[config.mk]
export PLATFORM = sky130hd
export DESIGN_NAME = utf8_text_wrap_layout_top
export DESIGN_NICKNAME = d
export VERILOG_FILES = /design/src/utwl_pkg.sv /design/src/utf8_text_wrap_layout_top.sv /design/src/utwl_front.sv /design/src/utwl_queue.sv /design/src/utwl_back.sv
export SDC_FILE = /design/constraint.sdc
export NUM_CORES = 1
export LEC_CHECK = 0
export ABC_AREA = 1
export BUFFER_PORTS_ARGS = -buffer_cell sky130_fd_sc_hd__buf_4
export CORE_MARGIN = 1.5
export CORE_UTILIZATION = 28
export CTS_CLUSTER_DIAMETER = 200
export CTS_CLUSTER_SIZE = 14
export DETAILED_ROUTE_END_ITERATION = 10
export GPL_ROUTABILITY_DRIVEN = 1
export MAX_ROUTING_LAYER = met4
export SYNTH_ARGS = -nofsm -noshare
export SYNTH_HDL_FRONTEND = slang
export SYNTH_SLANG_ARGS = --single-unit
[constraint.sdc]
create_clock -name clk -period 15.5 [get_ports clk]
set_clock_uncertainty 0.15 [all_clocks]
set_input_delay 0 -clock clk [delete_from_list [all_inputs] [get_ports clk]]
set_output_delay 0 -clock clk [all_outputs]
set_load 0.005 [all_outputs]
[src/utwl_pkg.sv]
`timescale 1ns / 1ps
// Shared types and constants of the UTF-8 text wrap layout block.
package utwl_pkg;

	// Glyph geometry in pixels.
	localparam int GLYPH_SIZE   = 16;
	localparam int NARROW_WIDTH = 8;

	// Depth of the queue between the decoder and the layout engine.
	localparam int Q_DEPTH = 4;
	localparam int Q_AW    = $clog2(Q_DEPTH);

	// Special code points.
	localparam logic [15:0] REPL_CHAR = 16'hFFFD;
	localparam logic [15:0] CP_CR     = 16'h000D;
	localparam logic [15:0] CP_LF     = 16'h000A;

	// Register indexes on the configuration port.
	localparam logic [1:0] REG_ORIGIN_X   = 2'd0;
	localparam logic [1:0] REG_ORIGIN_Y   = 2'd1;
	localparam logic [1:0] REG_BOX_WIDTH  = 2'd2;
	localparam logic [1:0] REG_BOX_HEIGHT = 2'd3;

	// Text box geometry as seen by the layout engine.
	typedef struct packed {
		logic [15:0] origin_x;
		logic [15:0] origin_y;
		logic [15:0] box_width;
		logic [15:0] box_height;
	} cfg_t;

	// Decoded characters of one input byte, in order, and the end-of-text mark.
	typedef struct packed {
		logic [2:0][15:0] cp;
		logic [1:0]       count;
		logic             flush;
	} ent_t;

	// One placed glyph.
	typedef struct packed {
		logic [15:0] code_point;
		logic [15:0] pos_x;
		logic [15:0] pos_y;
		logic [4:0]  glyph_width;
		logic        glyph_class;
	} res_t;

endpackage

[src/utf8_text_wrap_layout_top.sv]
`timescale 1ns / 1ps
// Top level of the UTF-8 text wrap layout block: configuration registers and the two halves.
//
// This block takes UTF-8 text one byte per transaction on the input channel, decodes
// one- to three-byte sequences (a broken sequence gives U+FFFD for its lead byte and the
// following bytes are scanned again), and lays the characters out in a text box whose
// origin and size come from four 16-bit registers on the APB-style port (origin_x at 0x0,
// origin_y at 0x4, box_width at 0x8, box_height at 0xC). Each drawn glyph leaves as one
// output transaction with its position, width and class; run_last marks the last glyph
// caused by an input byte, and a byte may cause none. A zero byte or end_of_text ends the
// text: pending bytes are flushed and the next byte starts again at the box origin.
// The decoder takes a byte in every cycle while its four-entry queue has room; the layout
// engine behind the queue places one character per cycle unless the output stalls, so the
// rare byte that releases two or three characters is walked one character at a time there
// and the queue hides it. Between an accepted byte and its glyph on the output lie the
// queue, the hold register and the output register; each glyph waits in the hold register
// until the engine knows whether it closes its byte's run.
// The user must write the registers only while no text is in flight; the block does not enforce it.
module utf8_text_wrap_layout_top (
	input  logic        clk,
	input  logic        arst_n,
	// Configuration port.
	input  logic        psel,
	input  logic        penable,
	input  logic        pwrite,
	input  logic [3:0]  paddr,
	input  logic [31:0] pwdata,
	output logic [31:0] prdata,
	output logic        pready,
	// Text input channel.
	input  logic        in_valid,
	output logic        in_ready,
	input  logic [7:0]  text_byte,
	input  logic        end_of_text,
	// Glyph output channel.
	output logic        out_valid,
	input  logic        out_ready,
	output logic [15:0] code_point,
	output logic [15:0] pos_x,
	output logic [15:0] pos_y,
	output logic [4:0]  glyph_width,
	output logic        glyph_class,
	output logic        run_last
);

	utwl_pkg::cfg_t cfg_q;
	logic           cfg_wr;
	logic           q_full;
	logic           q_push;
	logic           q_pop;
	logic           q_valid;
	utwl_pkg::ent_t q_din;
	utwl_pkg::ent_t q_dout;
	utwl_pkg::res_t res;

	// The port never inserts wait states.
	assign pready = 1'b1;
	assign cfg_wr = psel && penable && pwrite;

	always_ff @(posedge clk or negedge arst_n) begin
		if (!arst_n) begin
			cfg_q.origin_x   <= 16'd0;
			cfg_q.origin_y   <= 16'd0;
			cfg_q.box_width  <= 16'd240;
			cfg_q.box_height <= 16'd240;
		end else if (cfg_wr) begin
			case (paddr[3:2])
				utwl_pkg::REG_ORIGIN_X:   cfg_q.origin_x   <= pwdata[15:0];
				utwl_pkg::REG_ORIGIN_Y:   cfg_q.origin_y   <= pwdata[15:0];
				utwl_pkg::REG_BOX_WIDTH:  cfg_q.box_width  <= pwdata[15:0];
				utwl_pkg::REG_BOX_HEIGHT: cfg_q.box_height <= pwdata[15:0];
				default:                  cfg_q.origin_x   <= cfg_q.origin_x;
			endcase
		end
	end

	// Register read-back, zero-extended to the bus width.
	always_comb begin
		case (paddr[3:2])
			utwl_pkg::REG_ORIGIN_X:   prdata = {16'h0000, cfg_q.origin_x};
			utwl_pkg::REG_ORIGIN_Y:   prdata = {16'h0000, cfg_q.origin_y};
			utwl_pkg::REG_BOX_WIDTH:  prdata = {16'h0000, cfg_q.box_width};
			utwl_pkg::REG_BOX_HEIGHT: prdata = {16'h0000, cfg_q.box_height};
			default:                  prdata = 32'h0000_0000;
		endcase
	end

	// The decoder keeps the pending bytes of an unfinished sequence and emits one entry
	// per accepted byte, holding zero to three characters.
	utwl_front u_front (
		.clk         (clk),
		.arst_n      (arst_n),
		.in_valid    (in_valid),
		.in_ready    (in_ready),
		.text_byte   (text_byte),
		.end_of_text (end_of_text),
		.q_full      (q_full),
		.q_push      (q_push),
		.q_din       (q_din)
	);

	utwl_queue u_queue (
		.clk    (clk),
		.arst_n (arst_n),
		.push   (q_push),
		.din    (q_din),
		.pop    (q_pop),
		.full   (q_full),
		.valid  (q_valid),
		.dout   (q_dout)
	);

	// The layout engine owns the cursor and the box-full flag and walks each entry one
	// character per cycle while the output does not stall.
	utwl_back u_back (
		.clk       (clk),
		.arst_n    (arst_n),
		.cfg       (cfg_q),
		.q_valid   (q_valid),
		.ent       (q_dout),
		.q_pop     (q_pop),
		.out_valid (out_valid),
		.out_ready (out_ready),
		.out_res   (res),
		.out_last  (run_last)
	);

	assign code_point  = res.code_point;
	assign pos_x       = res.pos_x;
	assign pos_y       = res.pos_y;
	assign glyph_width = res.glyph_width;
	assign glyph_class = res.glyph_class;

endmodule

[src/utwl_front.sv]
`timescale 1ns / 1ps
// UTF-8 decoder front end: accepts bytes and turns them into character entries.
module utwl_front (
	input  logic               clk,
	input  logic               arst_n,
	input  logic               in_valid,
	output logic               in_ready,
	input  logic [7:0]         text_byte,
	input  logic               end_of_text,
	input  logic               q_full,
	output logic               q_push,
	output utwl_pkg::ent_t     q_din
);

	logic [7:0]  pending_lead_q;
	logic [7:0]  pending_cont_q;
	logic [1:0]  pending_count_q;

	logic [7:0]  bb [4];
	logic [1:0]  nb;
	logic [1:0]  pos;
	logic [1:0]  ncp;
	logic [1:0]  adv;
	logic [1:0]  avail;
	logic [1:0]  idx1;
	logic [1:0]  idx2;
	logic [7:0]  b0;
	logic [7:0]  b1;
	logic [7:0]  b2;
	logic [15:0] cp_v;
	logic        stop;
	logic        hit;
	logic        term;
	logic        flush;
	logic [2:0][15:0] cps;
	logic [1:0]  rem;
	logic [1:0]  pcnt_next;
	logic [7:0]  lead_next;
	logic [7:0]  cont_next;

	assign term     = (text_byte == 8'h00);
	assign flush    = end_of_text || term;
	assign in_ready = !q_full;
	assign q_push   = in_valid && in_ready;

	// Gather the pending bytes and the new one, then scan them as leads.
	always_comb begin
		bb[0] = 8'h00;
		bb[1] = 8'h00;
		bb[2] = 8'h00;
		bb[3] = 8'h00;
		case (pending_count_q)
			2'd1: begin
				bb[0] = pending_lead_q;
				bb[1] = text_byte;
				nb    = term ? 2'd1 : 2'd2;
			end
			2'd2: begin
				bb[0] = pending_lead_q;
				bb[1] = pending_cont_q;
				bb[2] = text_byte;
				nb    = term ? 2'd2 : 2'd3;
			end
			default: begin
				bb[0] = text_byte;
				nb    = term ? 2'd0 : 2'd1;
			end
		endcase

		pos   = 2'd0;
		ncp   = 2'd0;
		stop  = 1'b0;
		cps   = '0;
		adv   = 2'd0;
		avail = 2'd0;
		idx1  = 2'd0;
		idx2  = 2'd0;
		b0    = 8'h00;
		b1    = 8'h00;
		b2    = 8'h00;
		cp_v  = 16'h0000;
		hit   = 1'b0;
		// Every character consumes at least one byte, so three passes cover the buffer.
		for (int i = 0; i < 3; i++) begin
			if (!stop && (pos < nb)) begin
				idx1  = pos + 2'd1;
				idx2  = pos + 2'd2;
				b0    = bb[pos];
				b1    = bb[idx1];
				b2    = bb[idx2];
				avail = nb - pos;
				hit   = 1'b1;
				adv   = 2'd1;
				cp_v  = utwl_pkg::REPL_CHAR;
				if (b0 < 8'h80) begin
					cp_v = {8'h00, b0};
				end else if ((b0 & 8'hE0) == 8'hC0) begin
					if (avail < 2'd2) begin
						if (!flush) begin
							stop = 1'b1;
							hit  = 1'b0;
						end
					end else if ((b1 & 8'hC0) == 8'h80) begin
						cp_v = {5'd0, b0[4:0], b1[5:0]};
						adv  = 2'd2;
					end
				end else if ((b0 & 8'hF0) == 8'hE0) begin
					if (avail < 2'd2) begin
						if (!flush) begin
							stop = 1'b1;
							hit  = 1'b0;
						end
					end else if ((b1 & 8'hC0) != 8'h80) begin
						cp_v = utwl_pkg::REPL_CHAR;
					end else if (avail < 2'd3) begin
						if (!flush) begin
							stop = 1'b1;
							hit  = 1'b0;
						end
					end else if ((b2 & 8'hC0) == 8'h80) begin
						cp_v = {b0[3:0], b1[5:0], b2[5:0]};
						adv  = 2'd3;
					end
				end
				if (hit) begin
					cps[ncp] = cp_v;
					ncp      = ncp + 2'd1;
					pos      = pos + adv;
				end
			end
		end

		// Whatever is left waits for the next byte, at most a lead and one continuation.
		rem       = nb - pos;
		pcnt_next = (rem > 2'd2) ? 2'd2 : rem;
		idx1      = pos + 2'd1;
		lead_next = (pcnt_next >= 2'd1) ? bb[pos] : 8'h00;
		cont_next = (pcnt_next >= 2'd2) ? bb[idx1] : 8'h00;
		if (flush) begin
			pcnt_next = 2'd0;
			lead_next = 8'h00;
			cont_next = 8'h00;
		end
	end

	assign q_din.cp    = cps;
	assign q_din.count = ncp;
	assign q_din.flush = flush;

	always_ff @(posedge clk or negedge arst_n) begin
		if (!arst_n) begin
			pending_lead_q  <= 8'h00;
			pending_cont_q  <= 8'h00;
			pending_count_q <= 2'd0;
		end else if (q_push) begin
			pending_lead_q  <= lead_next;
			pending_cont_q  <= cont_next;
			pending_count_q <= pcnt_next;
		end
	end

endmodule

[src/utwl_queue.sv]
`timescale 1ns / 1ps
// Small FIFO of decoded character entries between the decoder and the layout engine.
module utwl_queue (
	input  logic           clk,
	input  logic           arst_n,
	input  logic           push,
	input  utwl_pkg::ent_t din,
	input  logic           pop,
	output logic           full,
	output logic           valid,
	output utwl_pkg::ent_t dout
);

	utwl_pkg::ent_t                mem_q [utwl_pkg::Q_DEPTH];
	logic [utwl_pkg::Q_AW-1:0]     wr_ptr_q;
	logic [utwl_pkg::Q_AW-1:0]     rd_ptr_q;
	logic [utwl_pkg::Q_AW:0]       count_q;
	logic                          do_pop;

	assign full   = (count_q == (utwl_pkg::Q_AW+1)'(utwl_pkg::Q_DEPTH));
	assign valid  = (count_q != '0);
	assign dout   = mem_q[rd_ptr_q];
	assign do_pop = pop && valid;

	always_ff @(posedge clk) begin
		if (push) begin
			mem_q[wr_ptr_q] <= din;
		end
	end

	always_ff @(posedge clk or negedge arst_n) begin
		if (!arst_n) begin
			wr_ptr_q <= '0;
			rd_ptr_q <= '0;
			count_q  <= '0;
		end else begin
			if (push) begin
				wr_ptr_q <= wr_ptr_q + (utwl_pkg::Q_AW)'(1);
			end
			if (do_pop) begin
				rd_ptr_q <= rd_ptr_q + (utwl_pkg::Q_AW)'(1);
			end
			if (push && !do_pop) begin
				count_q <= count_q + (utwl_pkg::Q_AW+1)'(1);
			end else if (!push && do_pop) begin
				count_q <= count_q - (utwl_pkg::Q_AW+1)'(1);
			end
		end
	end

endmodule

[src/utwl_back.sv]
`timescale 1ns / 1ps
// Layout engine: places queued characters in the text box and drives the result channel.
module utwl_back (
	input  logic           clk,
	input  logic           arst_n,
	input  utwl_pkg::cfg_t cfg,
	input  logic           q_valid,
	input  utwl_pkg::ent_t ent,
	output logic           q_pop,
	output logic           out_valid,
	input  logic           out_ready,
	output utwl_pkg::res_t out_res,
	output logic           out_last
);

	localparam logic [17:0] GS18   = 18'(utwl_pkg::GLYPH_SIZE);
	localparam logic [17:0] GS2_18 = 18'(2 * utwl_pkg::GLYPH_SIZE);
	localparam logic [17:0] NW18   = 18'(utwl_pkg::NARROW_WIDTH);

	logic [1:0]      k_q;
	logic [16:0]     cursor_x_q;
	logic [16:0]     cursor_y_q;
	logic            box_full_q;
	logic            in_text_q;
	logic            p_valid_q;
	logic            p_closed_q;
	utwl_pkg::res_t  p_res_q;
	logic            o_valid_q;
	logic            o_last_q;
	utwl_pkg::res_t  o_res_q;

	logic            start;
	logic [16:0]     cx;
	logic [16:0]     cy;
	logic            full;
	logic [17:0]     x_end;
	logic [17:0]     y_end;
	logic            has_char;
	logic [15:0]     cp;
	logic            narrow;
	logic [17:0]     w18;
	logic [17:0]     cx_w;
	logic [17:0]     ox_w;
	logic [17:0]     cy_gs;
	logic [17:0]     cy_gs2;
	logic            small_box;
	logic [16:0]     nx;
	logic [16:0]     ny;
	logic            nfull;
	logic            emit;
	utwl_pkg::res_t  res;
	logic            last_char;
	logic            o_free;
	logic            go;
	logic            o_load;

	always_comb begin
		start     = (k_q == 2'd0) && !in_text_q;
		cx        = start ? {1'b0, cfg.origin_x} : cursor_x_q;
		cy        = start ? {1'b0, cfg.origin_y} : cursor_y_q;
		full      = start ? 1'b0 : box_full_q;
		x_end     = {2'b00, cfg.origin_x} + {2'b00, cfg.box_width};
		y_end     = {2'b00, cfg.origin_y} + {2'b00, cfg.box_height};
		has_char  = (ent.count != 2'd0);
		cp        = ent.cp[k_q];
		narrow    = (cp < 16'h0080);
		w18       = narrow ? NW18 : GS18;
		cx_w      = {1'b0, cx} + w18;
		ox_w      = {2'b00, cfg.origin_x} + w18;
		cy_gs     = {1'b0, cy} + GS18;
		cy_gs2    = {1'b0, cy} + GS2_18;
		small_box = ({1'b0, cfg.box_width} < 17'(utwl_pkg::NARROW_WIDTH)) ||
		            ({1'b0, cfg.box_height} < 17'(utwl_pkg::GLYPH_SIZE));

		nx    = cx;
		ny    = cy;
		nfull = full;
		emit  = 1'b0;
		res.code_point  = cp;
		res.pos_x       = cx[15:0];
		res.pos_y       = cy[15:0];
		res.glyph_width = narrow ? 5'(utwl_pkg::NARROW_WIDTH) : 5'(utwl_pkg::GLYPH_SIZE);
		res.glyph_class = !((cp >= 16'h0020) && (cp <= 16'h007E));

		if (has_char && !small_box && !full) begin
			if (cy_gs > y_end) begin
				nfull = 1'b1;
			end else if (cp == utwl_pkg::CP_CR) begin
				nx = cx;
			end else if (cp == utwl_pkg::CP_LF) begin
				nx = {1'b0, cfg.origin_x};
				ny = cy_gs[16:0];
			end else if (cx_w > x_end) begin
				// Wrap to the next row; the row after the wrap may not fit.
				nx = {1'b0, cfg.origin_x};
				ny = cy_gs[16:0];
				if (cy_gs2 > y_end) begin
					nfull = 1'b1;
				end else begin
					emit      = 1'b1;
					res.pos_x = cfg.origin_x;
					res.pos_y = cy_gs[15:0];
					nx        = ox_w[16:0];
				end
			end else begin
				emit = 1'b1;
				nx   = cx_w[16:0];
			end
		end

		last_char = !has_char || (k_q == (ent.count - 2'd1));
		o_free    = !o_valid_q || out_ready;
		go        = q_valid && (!p_valid_q || o_free);
		o_load    = p_valid_q && o_free && (p_closed_q || (go && emit));
	end

	assign q_pop     = go && last_char;
	assign out_valid = o_valid_q;
	assign out_res   = o_res_q;
	assign out_last  = o_last_q;

	always_ff @(posedge clk or negedge arst_n) begin
		if (!arst_n) begin
			k_q        <= 2'd0;
			cursor_x_q <= '0;
			cursor_y_q <= '0;
			box_full_q <= 1'b0;
			in_text_q  <= 1'b0;
			p_valid_q  <= 1'b0;
			p_closed_q <= 1'b0;
			o_valid_q  <= 1'b0;
			o_last_q   <= 1'b0;
		end else begin
			if (go) begin
				cursor_x_q <= nx;
				cursor_y_q <= ny;
				box_full_q <= nfull;
				in_text_q  <= last_char ? !ent.flush : 1'b1;
				k_q        <= last_char ? 2'd0 : (k_q + 2'd1);
			end
			if (go && emit) begin
				p_valid_q  <= 1'b1;
				p_closed_q <= last_char;
			end else if (o_load) begin
				p_valid_q  <= 1'b0;
				p_closed_q <= 1'b0;
			end else if (go && last_char && p_valid_q) begin
				p_closed_q <= 1'b1;
			end
			if (o_load) begin
				o_valid_q <= 1'b1;
				o_last_q  <= p_closed_q;
			end else if (out_ready) begin
				o_valid_q <= 1'b0;
			end
		end
	end

	always_ff @(posedge clk) begin
		if (go && emit) begin
			p_res_q <= res;
		end
		if (o_load) begin
			o_res_q <= p_res_q;
		end
	end

	a_closed_waits: assert property (@(posedge clk) disable iff (!arst_n)
		(p_valid_q && p_closed_q && !o_free) |=> p_valid_q)
		else $error("closed held glyph lost while the output stalled");

	a_index_in_entry: assert property (@(posedge clk) disable iff (!arst_n)
		(q_valid && (ent.count != 2'd0)) |-> (k_q < ent.count))
		else $error("character index beyond the entry");

	a_mid_entry_in_text: assert property (@(posedge clk) disable iff (!arst_n)
		(k_q != 2'd0) |-> (in_text_q && q_valid))
		else $error("mid-entry position without a live entry");

	a_held_before_out: assert property (@(posedge clk) disable iff (!arst_n)
		o_load |=> (o_valid_q && (o_last_q == $past(p_closed_q))))
		else $error("output register did not take the held glyph");

endmodule
======== Word level (Yosys, flattened, before mapping) ========
Memories as Yosys holds them, arrays and structs flattened.
Index checks and enable logic that the tools add are counted.
operators by class
  add/sub/neg operators ................... 24
  multiply operators ...................... 0
  divide/modulo/power cells ............... 0
  magnitude comparators ................... 36
  eq/ne operators ......................... 24
  shift operators ......................... 0
  muxes and demuxes ....................... 212
  bitwise gates (word level) .............. 8
  reductions and logical operators ........ 53
operators by type and width
  kind                                                                    number
  16-bit two-way mux                                                      34
  17-bit two-way mux                                                      13
  32-bit two-way mux                                                      6
  48-bit two-way mux                                                      4
  8-bit two-way mux                                                       22
  8-bit binary-select mux with 2-bit select                               8
  32-bit one-hot mux with 4 select lines                                  1
  48-bit bitwise mux                                                      2
  2-bit two-way mux                                                       43
  1-bit two-way mux                                                       70
  16-bit demux with 2-bit select                                          2
  18-bit > comparator                                                     3
  16-bit by 16-bit adder with 17-bit output                               2
  16-bit binary-select mux with 2-bit select                              1
  16-bit by 4-bit equality test with 1-bit output, second input constant  2
  3-bit greater-or-equal comparator, second input constant                8
  8-bit less-than comparator, second input constant                       3
  2-bit inverter with 3-bit output                                        8
  1-bit logical AND                                                       20
  17-bit by 18-bit adder with 18-bit output                               1
  17-bit by 5-bit adder with 18-bit output, second input constant         1
  17-bit by 6-bit adder with 18-bit output, second input constant         1
  2-bit equality test, second input constant                              9
  16-bit by 17-bit adder with 17-bit output                               1
  other kinds (39)                                                        92
word-level totals
  register bits ........................... 239
  bits in latches ......................... 0
  bits in writable memories ............... 204
  ROM bits ................................ 0
  bits of input ports ..................... 52
  output and inout bits ................... 90
  logic and storage cells ................. 387
  memories kept ........................... 1
memory list
  memory         depth  bits a word  rd ports  clocked after memory_dff  write ports  line              text
  u_queue.mem_q  4      51           1         0                         1            utwl_queue.sv:14  utwl_pkg::ent_t mem_q [utwl_pkg::Q_DEPTH];

======== Logic depth before layout (Yosys ltp) ========
Gate-level depths: netlist (run 1).
  depth after elaboration ................. 54
  mapped depth ............................ 45
  depth with buffers taken out ............ 43

======== Modules after synthesis ========
A second synthesis (run 1) with hierarchy kept.
second synthesis, totals
  cell total of the unflattened synthesis .. 3196
  area total of the unflattened synthesis .. 27447.6 µm²
modules (own cells, without submodules)
  module                     times used  cells each  area an instance (µm²)  sequential area each (µm²)
  utwl_back                  1           1384        10721.5                 4113.9
  utwl_queue                 1           650         9183.8                  6301.0
  utwl_front                 1           766         4305.4                  450.4
  utf8_text_wrap_layout_top  1           396         3236.9                  1611.5

======== Least setup slack after synthesis (run 1) ========
OpenSTA, ideal clock, no wires.
  path kind ............................... flip-flop to flip-flop
  start point ............................. register u_back.k_q[0]
  end point ............................... register u_back.p_closed_q
  setup time .............................. 0.133 ns
  data arrival time ....................... 10.873 ns
  path slack .............................. 4.345 ns
  stages on the path, launching flop included .. 43
  path buffers ............................ 6
  cells stage by stage .................... dfrtp_1 -> clkbuf_1 -> inv_1 -> clkbuf_1 -> ha_1 -> nand2_1 -> buf_2 -> clkbuf_1 -> clkbuf_1 -> clkbuf_1 -> o21ai_0 -> inv_1 -> ha_1 -> inv_1 -> nor2_1 -> inv_1 -> nor2_1 -> inv_1 -> (+7 left out) -> o31ai_1 -> a31oi_1 -> a21oi_1 -> a2111oi_0 -> o21ai_0 -> a21o_1 -> nand2_1 -> o21ai_0 -> nor3_1 -> nand2_1 -> nor2_1 -> inv_1 -> nand2_1 -> nand2_1 -> nor2_1 -> nor2_1 -> nand3_1 -> o211ai_1
on the way
  cells in the longest elaborated chain, start to end .. 16
  elaborated cells between the ends (all ways) .. 35
  those cells by class .................... add/sub (3); order compare (4); eq/ne (3); mux (14); reduce/logical (11)
RTL lines
  what                                                                                          line                              text
  from (decl)                                                                                   utwl_back.sv:20                   logic [1:0] k_q;
  from (signal assigned)                                                                        utwl_back.sv:139                  k_q <= last_char ? 2'd0 : (k_q + 2'd1);
  16-bit binary-select mux with 2-bit select or 2-bit logical NOT (tied branches)               utwl_back.sv:65, utwl_back.sv:58
  16-bit two-way mux (implied by the code) or 1-bit logical AND (tied branches)                 utwl_back.sv:65, utwl_back.sv:58
  16-bit by 8-bit less-than comparator with 1-bit output or 17-bit two-way mux (tied branches)  utwl_back.sv:66, utwl_back.sv:60
  5-bit two-way mux or 17-bit by 6-bit adder with 18-bit output (tied branches)                 utwl_back.sv:67, utwl_back.sv:71
  17-bit by 18-bit adder with 18-bit output or 18-bit > comparator (tied branches)              utwl_back.sv:68, utwl_back.sv:97
  18-bit > comparator or 1-bit two-way mux (tied branches)                                      utwl_back.sv:93, utwl_back.sv:97
  1-bit two-way mux                                                                             utwl_back.sv:93                   end else if (cx_w > x_end) begin
  1-bit two-way mux                                                                             utwl_back.sv:90                   end else if (cp == utwl_pkg::CP_LF) begin
  1-bit two-way mux                                                                             utwl_back.sv:88                   end else if (cp == utwl_pkg::CP_CR) begin
  1-bit two-way mux                                                                             utwl_back.sv:86                   if (cy_gs > y_end) begin
  1-bit two-way mux *                                                                           utwl_back.sv:85                   if (has_char && !small_box && !full) begin
  1-bit logical AND *                                                                           utwl_back.sv:114                  o_load = p_valid_q && o_free && (p_closed_q || (go && emit));
  1-bit logical OR *                                                                            utwl_back.sv:114
  1-bit logical AND *                                                                           utwl_back.sv:114
  via u_back.o_load                                                                             utwl_back.sv:55                   logic o_load;
  1-bit two-way mux                                                                             utwl_back.sv:144                  end else if (o_load) begin
  1-bit two-way mux                                                                             utwl_back.sv:141                  if (go && emit) begin
  to (signal assigned)                                                                          utwl_back.sv:143                  p_closed_q <= last_char;
  to (decl)                                                                                     utwl_back.sv:26                   logic p_closed_q;
The timed path passes the listed nets; every way through them passes the cells marked *. The select of a mux whose other input is x is not followed.
A chain may end at the register's enable or synchronous reset.

======== Worst setup path after layout (run 1) ========
  start point ............................. register u_queue.rd_ptr_q[0] in the netlist's numbering
  end point ............................... register u_back.p_closed_q
on the way
  cells in the longest elaborated chain, start to end .. 17
  elaborated cells between the ends (all ways) .. 29
  those cells by class .................... add/sub (2); order compare (2); eq/ne (3); mux (10); reduce/logical (11); memory (1)
RTL lines
  what                                                    line              text
  from (decl)                                             utwl_queue.sv:16  logic [utwl_pkg::Q_AW-1:0] rd_ptr_q;
  from (signal assigned)                                  utwl_queue.sv:41  rd_ptr_q <= rd_ptr_q + (utwl_pkg::Q_AW)'(1);
  memory read 4 x 51 bit *                                --
  16-bit binary-select mux with 2-bit select *            utwl_back.sv:65   cp = ent.cp[k_q];
  16-bit two-way mux (implied by the code) *              utwl_back.sv:65
  via u_back.cp[10]                                       utwl_back.sv:39   logic [15:0] cp;
  16-bit by 8-bit less-than comparator with 1-bit output  utwl_back.sv:66   narrow = (cp < 16'h0080);
  5-bit two-way mux                                       utwl_back.sv:67   w18 = narrow ? NW18 : GS18;
  17-bit by 18-bit adder with 18-bit output               utwl_back.sv:68   cx_w = {1'b0, cx} + w18;
  18-bit > comparator                                     utwl_back.sv:93
  (+3 left out)                                           --
  1-bit two-way mux *                                     utwl_back.sv:86
  1-bit two-way mux *                                     utwl_back.sv:85
  1-bit logical AND *                                     utwl_back.sv:114
  1-bit logical OR *                                      utwl_back.sv:114
  1-bit logical AND *                                     utwl_back.sv:114
  via u_back.o_load                                       utwl_back.sv:55
  1-bit two-way mux                                       utwl_back.sv:144
  1-bit two-way mux                                       utwl_back.sv:141
Marks and branches as above.

==> flow_summary.toml, run 1 <==
[timing]
rsz0062_at_grt = "false"
finalMaxSlewViolations = 0
fin_crit_ns = 9.43
final_hold_viol_count = 0
setup_viol = 0
maxSlewHeadroom = 0.316
tightest_slew_ns = 1.02
period_share = 0.608
fmax_mhz = 106
setup_tns_ns = 0

[global_routing]
grt_max_degree = 69
track_usage = 0.162
antenna_found_initial = 0
grt_overflow = 0
grt_pass1_wl_um = 110000
grt_pass1_vias = 18300

[min_path]
min_to = "u_front.pending_lead_q[0]"
min_from = "text_byte[0]"
whs_path_depth = 5
hp-class = "input pin to flop"

[clock_tree]
clkTransAtPathRegs_ns = 0.07
postCtsSetupBuffers = 0
cts_resized = 0
h-tree-depth = 2
cts_buffers = 37
root_buffer = "clkbuf_16"
clock_path_buffers = 3
insertion_delay_ns = 0.58
cts_tree = "yes"
cts_num_sinks = 437

[floorplanning]
rows = 108
core_area_mm2 = 0.0869
floorplan.initialDensity = 0.283
die_w_um = 299
die_y_um = 299
ios = 142
die-area_mm2 = 0.0896

[critical_path]
critPathMaxFanout = 66
regToRegSetupSlack_ns = 6.07
r2r-end = "u_back.p_closed_q"
end_kind = "flop"
reg2reg_from = "u_queue.rd_ptr_q[0]"
worstPathArrival_ns = 9.72
critical_path_class = "flop to flop"
crit_path_start_kind = "flop"
reg2reg_depth = 39
slowest_delay_ns = 0.57
required_ns = 15.79
cp_slowest_cell = "buf_4"

[synth]
synth_largest_area_cell = "edfxtp_1"
synth_cell_type_count = 58
yosysSeqAreaShare = 0.508
yosys_warnings = 0
ys_ff_latch = 437
ys_async_sr_fraction = 0.300
syn_area_per_cell_um2 = 9.07
netlist_instances = 2711
yosys_most_used_dff = "edfxtp_1"
mappedNetlistArea_mm2 = 0.0246
synth_common_cells = "nand2_1 (513), o21ai_0 (352), edfxtp_1 (306), inv_1 (268), nor2_1 (254)"
synth-edff-count = 306
synth.top_cell.area_share = 0.374
yosysMostFrequentCell = "nand2_1"
synth.area.top_cells = "edfxtp_1 (37%), dfrtp_1 (13%), nand2_1 (7.8%)"

[route]
antenna_left = 0
vias_per_cell = 4.96
first_pass_iters = 5
drc_errors = 0
wl_um = 72100
wire_per_inst_um = 18.1
drt_iter0_markers = 1792
vias = 19700

[finish]
final_nets = 2959
areaGrowthSynthToFinish_pct = 13.6
diodes = 0
drive_above_1_share = 0.0974
fin_cells = 3978

[outcome]
status = "completed"

[placed_design]
gp_congestion = 0.947
port_buffers = 103
place_inst = 3880
hpwlAfterDp_um = 50600

[run]
timing.max_cap.violations = 0
[repair_timing]
item,4_1_cts,5_1_grt
endpoints found under the setup margin,0,0
endpoints found under the hold margin,149,0
hold buffers,32,0
[sequential cells by signal (all words and copies together) (netlist names), 3 cells and up]
register                cells
u_back.out_res             51
u_front.pending_lead_q      8
u_back.p_res_q             51
cfg_q                      64
u_queue.count_q             3
u_queue.mem_q             204
u_back.cursor_x_q          17
u_front.pending_cont_q      8
u_back.cursor_y_q          17
[worst max-delay path by stage]
stage               cells past startpoint                start           endpoint  slack [ns]
global placement                       39  u_queue.rd_ptr_q[0]  u_back.p_closed_q        6.10
global route                           39  u_queue.rd_ptr_q[0]  u_back.p_closed_q        5.01
floorplan                              42        u_back.k_q[0]  u_back.p_closed_q        4.34
finish                                 39  u_queue.rd_ptr_q[0]  u_back.p_closed_q        6.07
CTS                                    39  u_queue.rd_ptr_q[0]  u_back.p_closed_q        5.93
detailed placement                     39  u_queue.rd_ptr_q[0]  u_back.p_closed_q        5.95
[cells in the final DEF (no fill, tap or decap), drive strengths merged, types with 2 or more instances in the layout]
cell,instances
clkbuf,61
inv,278
a21oi,108
xor2,63
o22ai,45
conb,20
dfstp,8
o2111ai,7
nor2,267
edfxtp,306
a22oi,15
o21a,9
o21ai,362
dfrtp,123
nand4,33
nor4,10
nand3b,6
a221oi,17
a32o,9
o31ai,3
nand2,555
dlygate4sd3,31
a21boi,7
a31oi,14
fa,7
xnor2,8
ha,104
or2,4
a21o,5
clkinv,5
nand3,95
nor3,12
buf,131
a221o,2
o221ai,42
o211ai,24
o21bai,21
[critical path: cells and delay by family, from the launching register on]
family	cells	cell delay [ns]
flip-flops	1	0.34
AO/OA/AOI/OAI	10	1.69
XOR/XNOR	1	0.24
AND/OR/NAND/NOR	15	2.76
buffers and inverters	10	3.19
adder cells (fa/ha/maj)	3	0.86
[metrics by stage]
step | hold WS, ns | util | area [um2] | setup slack (ns)
after floorplan | -0.446 | - | 24600 | 4.34
after global placement | -0.0886 | 0.305 | 26500 | 6.10
after detailed placement | -0.0873 | 0.305 | 26500 | 5.95
after CTS | 0.0204 | 0.321 | 27900 | 5.93
after global routing | 0.138 | 0.321 | 27900 | 5.01
final | 0.0856 | 0.321 | 27900 | 6.07
[final cells by class]
type	count	area, um2
Inverter	279	1050
Multi-Input combinational cell	1879	10500
Fill cell	8977	59000
Sequential cell	437	12500
Clock buffer	61	1020
Tap cell	1155	1450
Timing Repair Buffer	162	1320
Clock inverter	5	76.3
[cell families after synthesis]
group,count (synthesis),share of synthesized area
buffers and inverters,413,0.0685
flip-flops,437,0.508
other,2,0.000306
adder cells (fa/ha/maj),111,0.0586
AO/OA/AOI/OAI,694,0.168
AND/OR/NAND/NOR,983,0.172
XOR/XNOR,71,0.0253
[routing by layer]
layer / track usage / routed length [um] / up-vias
li1: - / - / 9552
met1: 0.227 / 33800 / 9428
met2: 0.237 / 31400 / 633
met3: 0.0245 / 4590 / 123
met4: 0.0527 / 2300 / 0
met5: - / 0 / -
Power of run 1 is not shown: default switching activity piles up to over one toggle a cycle in this logic, so the estimate is an artifact.
==> run 2: changes to the inputs <==
==> constraint.sdc (replaced) <==
create_clock -name clk -period 8.9 [get_ports clk]
set_clock_uncertainty 0.15 [all_clocks]
set_input_delay 0 -clock clk [delete_from_list [all_inputs] [get_ports clk]]
set_output_delay 0 -clock clk [all_outputs]
set_load 0.005 [all_outputs]
==> run 2 against run 1 <==
Compared with the run above:
- core utilization increased by 0.13 points
- non-clock buffer count up 4
- worst setup slack worse by 5.1 ns
- hold slack got worse by 0.020 ns
- global-route usage increased by 0.075 points
- register-to-register slack worse by 5.1 ns
- critical path depth decreased by 5
- first-iteration DRC count is 7.6% higher
- via count decreased by 0.55%
- wire length grew 0.20%
- die area is the same
- clock-buffer cell count up 2
- critical endpoint is now u_front.pending_cont_q[0]
==> flow_summary.toml, run 2 (synthesis gave the netlist of run 1 again) <==
[critical_path]
slowest_delay_ns = 0.55
critical_path_class = "flop to flop"
critPathMaxFanout = 33
worstPathArrival_ns = 8.25
path_common_cell = "nand2_2"
reg2reg_depth = 34
end_kind = "flop"
cp_slowest_cell = "dlygate4sd3_1"
required_ns = 9.21
crit_path_start_kind = "flop"

[floorplanning]
ios = 142
die-area_mm2 = 0.0896
die_w_um = 299
core_area_mm2 = 0.0869
floorplan.initialDensity = 0.283
rows = 108
die_y_um = 299

[finish]
layout_commonest_cell = "nand2_1"
final_cell_mix = "nand2_1 (513), o21ai_0 (351), edfxtp_1 (306)"
final_nets = 2963
areaGrowthSynthToFinish_pct = 14.1
reg.largest.list = "u_queue.mem_q (204), cfg_q (64)"
largest_reg_flops = 204
largest_register = "u_queue.mem_q"
drive_above_1_share = 0.0983
fin_area_mm2 = 0.0280
diodes = 0
nFillCells = 9028

[placed_design]
place_area_mm2 = 0.0266
port_buffers = 103
gp_congestion = 0.960
hpwlAfterDp_um = 51100

[timing]
rsz0062_at_grt = "false"
maxSlewHeadroom = 0.206
setup_viol = 0
setup_tns_ns = 0
tightest_slew_ns = 1.19
period_share = 0.893
fmax_mhz = 126
fin_crit_ns = 7.95
final_hold_viol_count = 0
finalMaxSlewViolations = 0

[clock_tree]
cts_tree = "yes"
insertion_delay_ns = 0.59
root_buffer = "clkbuf_16"
clock_path_buffers = 3
cts_num_sinks = 437
clkTransAtPathRegs_ns = 0.08
h-tree-depth = 2
cts_buffers = 37

[route]
wl_um = 72200
vias = 19600
vias_per_cell = 4.93
wire_per_inst_um = 18.1
antenna_left = 0
drt_iter0_markers = 1928
drc_errors = 0
first_pass_iters = 7

[run]
timing.max_cap.violations = 0

[global_routing]
grt_pass1_vias = 18100
grt_overflow = 0
track_usage = 0.162
grt_max_degree = 105
antenna_found_initial = 0
grt_pass1_wl_um = 110000

[outcome]
status = "completed"

[min_path]
whs_path_depth = 5
hp-class = "input pin to flop"
## run 2: metal layers
layer | part of all wire | wire [um] | vias to the layer above | GRT usage
met5 | 0 | 0 | - | -
met4 | 0.026 | 1880 | 0 | 0.0455
met3 | 0.058 | 4160 | 97 | 0.0188
met2 | 0.44 | 31900 | 599 | 0.239
met1 | 0.48 | 34300 | 9380 | 0.234
li1 | - | - | 9552 | -
## run 2: worst max-delay path, delay by kind of cell (launching register included)
kind / cells / cell delay [ns]
compound gates: 1 / 0.49
xor+xnor: 1 / 0.17
fa+ha+maj: 4 / 1.32
buf+inv: 5 / 1.14
flops: 1 / 0.36
simple gates: 23 / 4.16
## run 2: timing repair
item / 4_1_cts / 5_1_grt
setup endpoints to repair: 0 / 2
resized for setup: 0 / 1
hold buffers: 31 / 0
hold endpoints to repair: 168 / 0
setup buffers: 0 / 0
## run 2: stage by stage
step	hold WS (ns)	std cells	util	worst slack (ns)
after detailed placement	-0.00928	3885	0.306	1.09
after global routing	0.0782	3984	0.323	0.160
after floorplan	-0.446	2729	-	0.0801
after CTS	0.0115	3984	0.323	0.819
final	0.0653	3984	0.323	0.952
after global placement	-0.0233	3885	0.306	1.19
## run 2: worst paths after layout
kind                                            start                         to  slack, ns
min in group asynchronous                      arst_n                   cfg_q[7]       0.44
hold reg to reg                     u_back.p_res_q[4]          u_back.out_res[4]       0.26
setup reg to reg           u_front.pending_count_q[0]  u_front.pending_cont_q[0]       0.95
max in group asynchronous                      arst_n                  cfg_q[49]       7.45
setup / recovery           u_front.pending_count_q[0]  u_front.pending_cont_q[0]       0.95
hold / removal                           text_byte[0]  u_front.pending_lead_q[0]       0.07
## run 2: area by class of cell
type	count	area [um2]	area share
Clock buffer	63	1020	0.0365
Clock inverter	5	105	0.00375
Inverter	279	1050	0.0374
Multi-Input combinational cell	1879	10500	0.376
Sequential cell	437	12500	0.445
Tap cell	1155	1450	0.0515
Timing Repair Buffer	166	1400	0.0497
Power of run 2 is left out for the same reason.
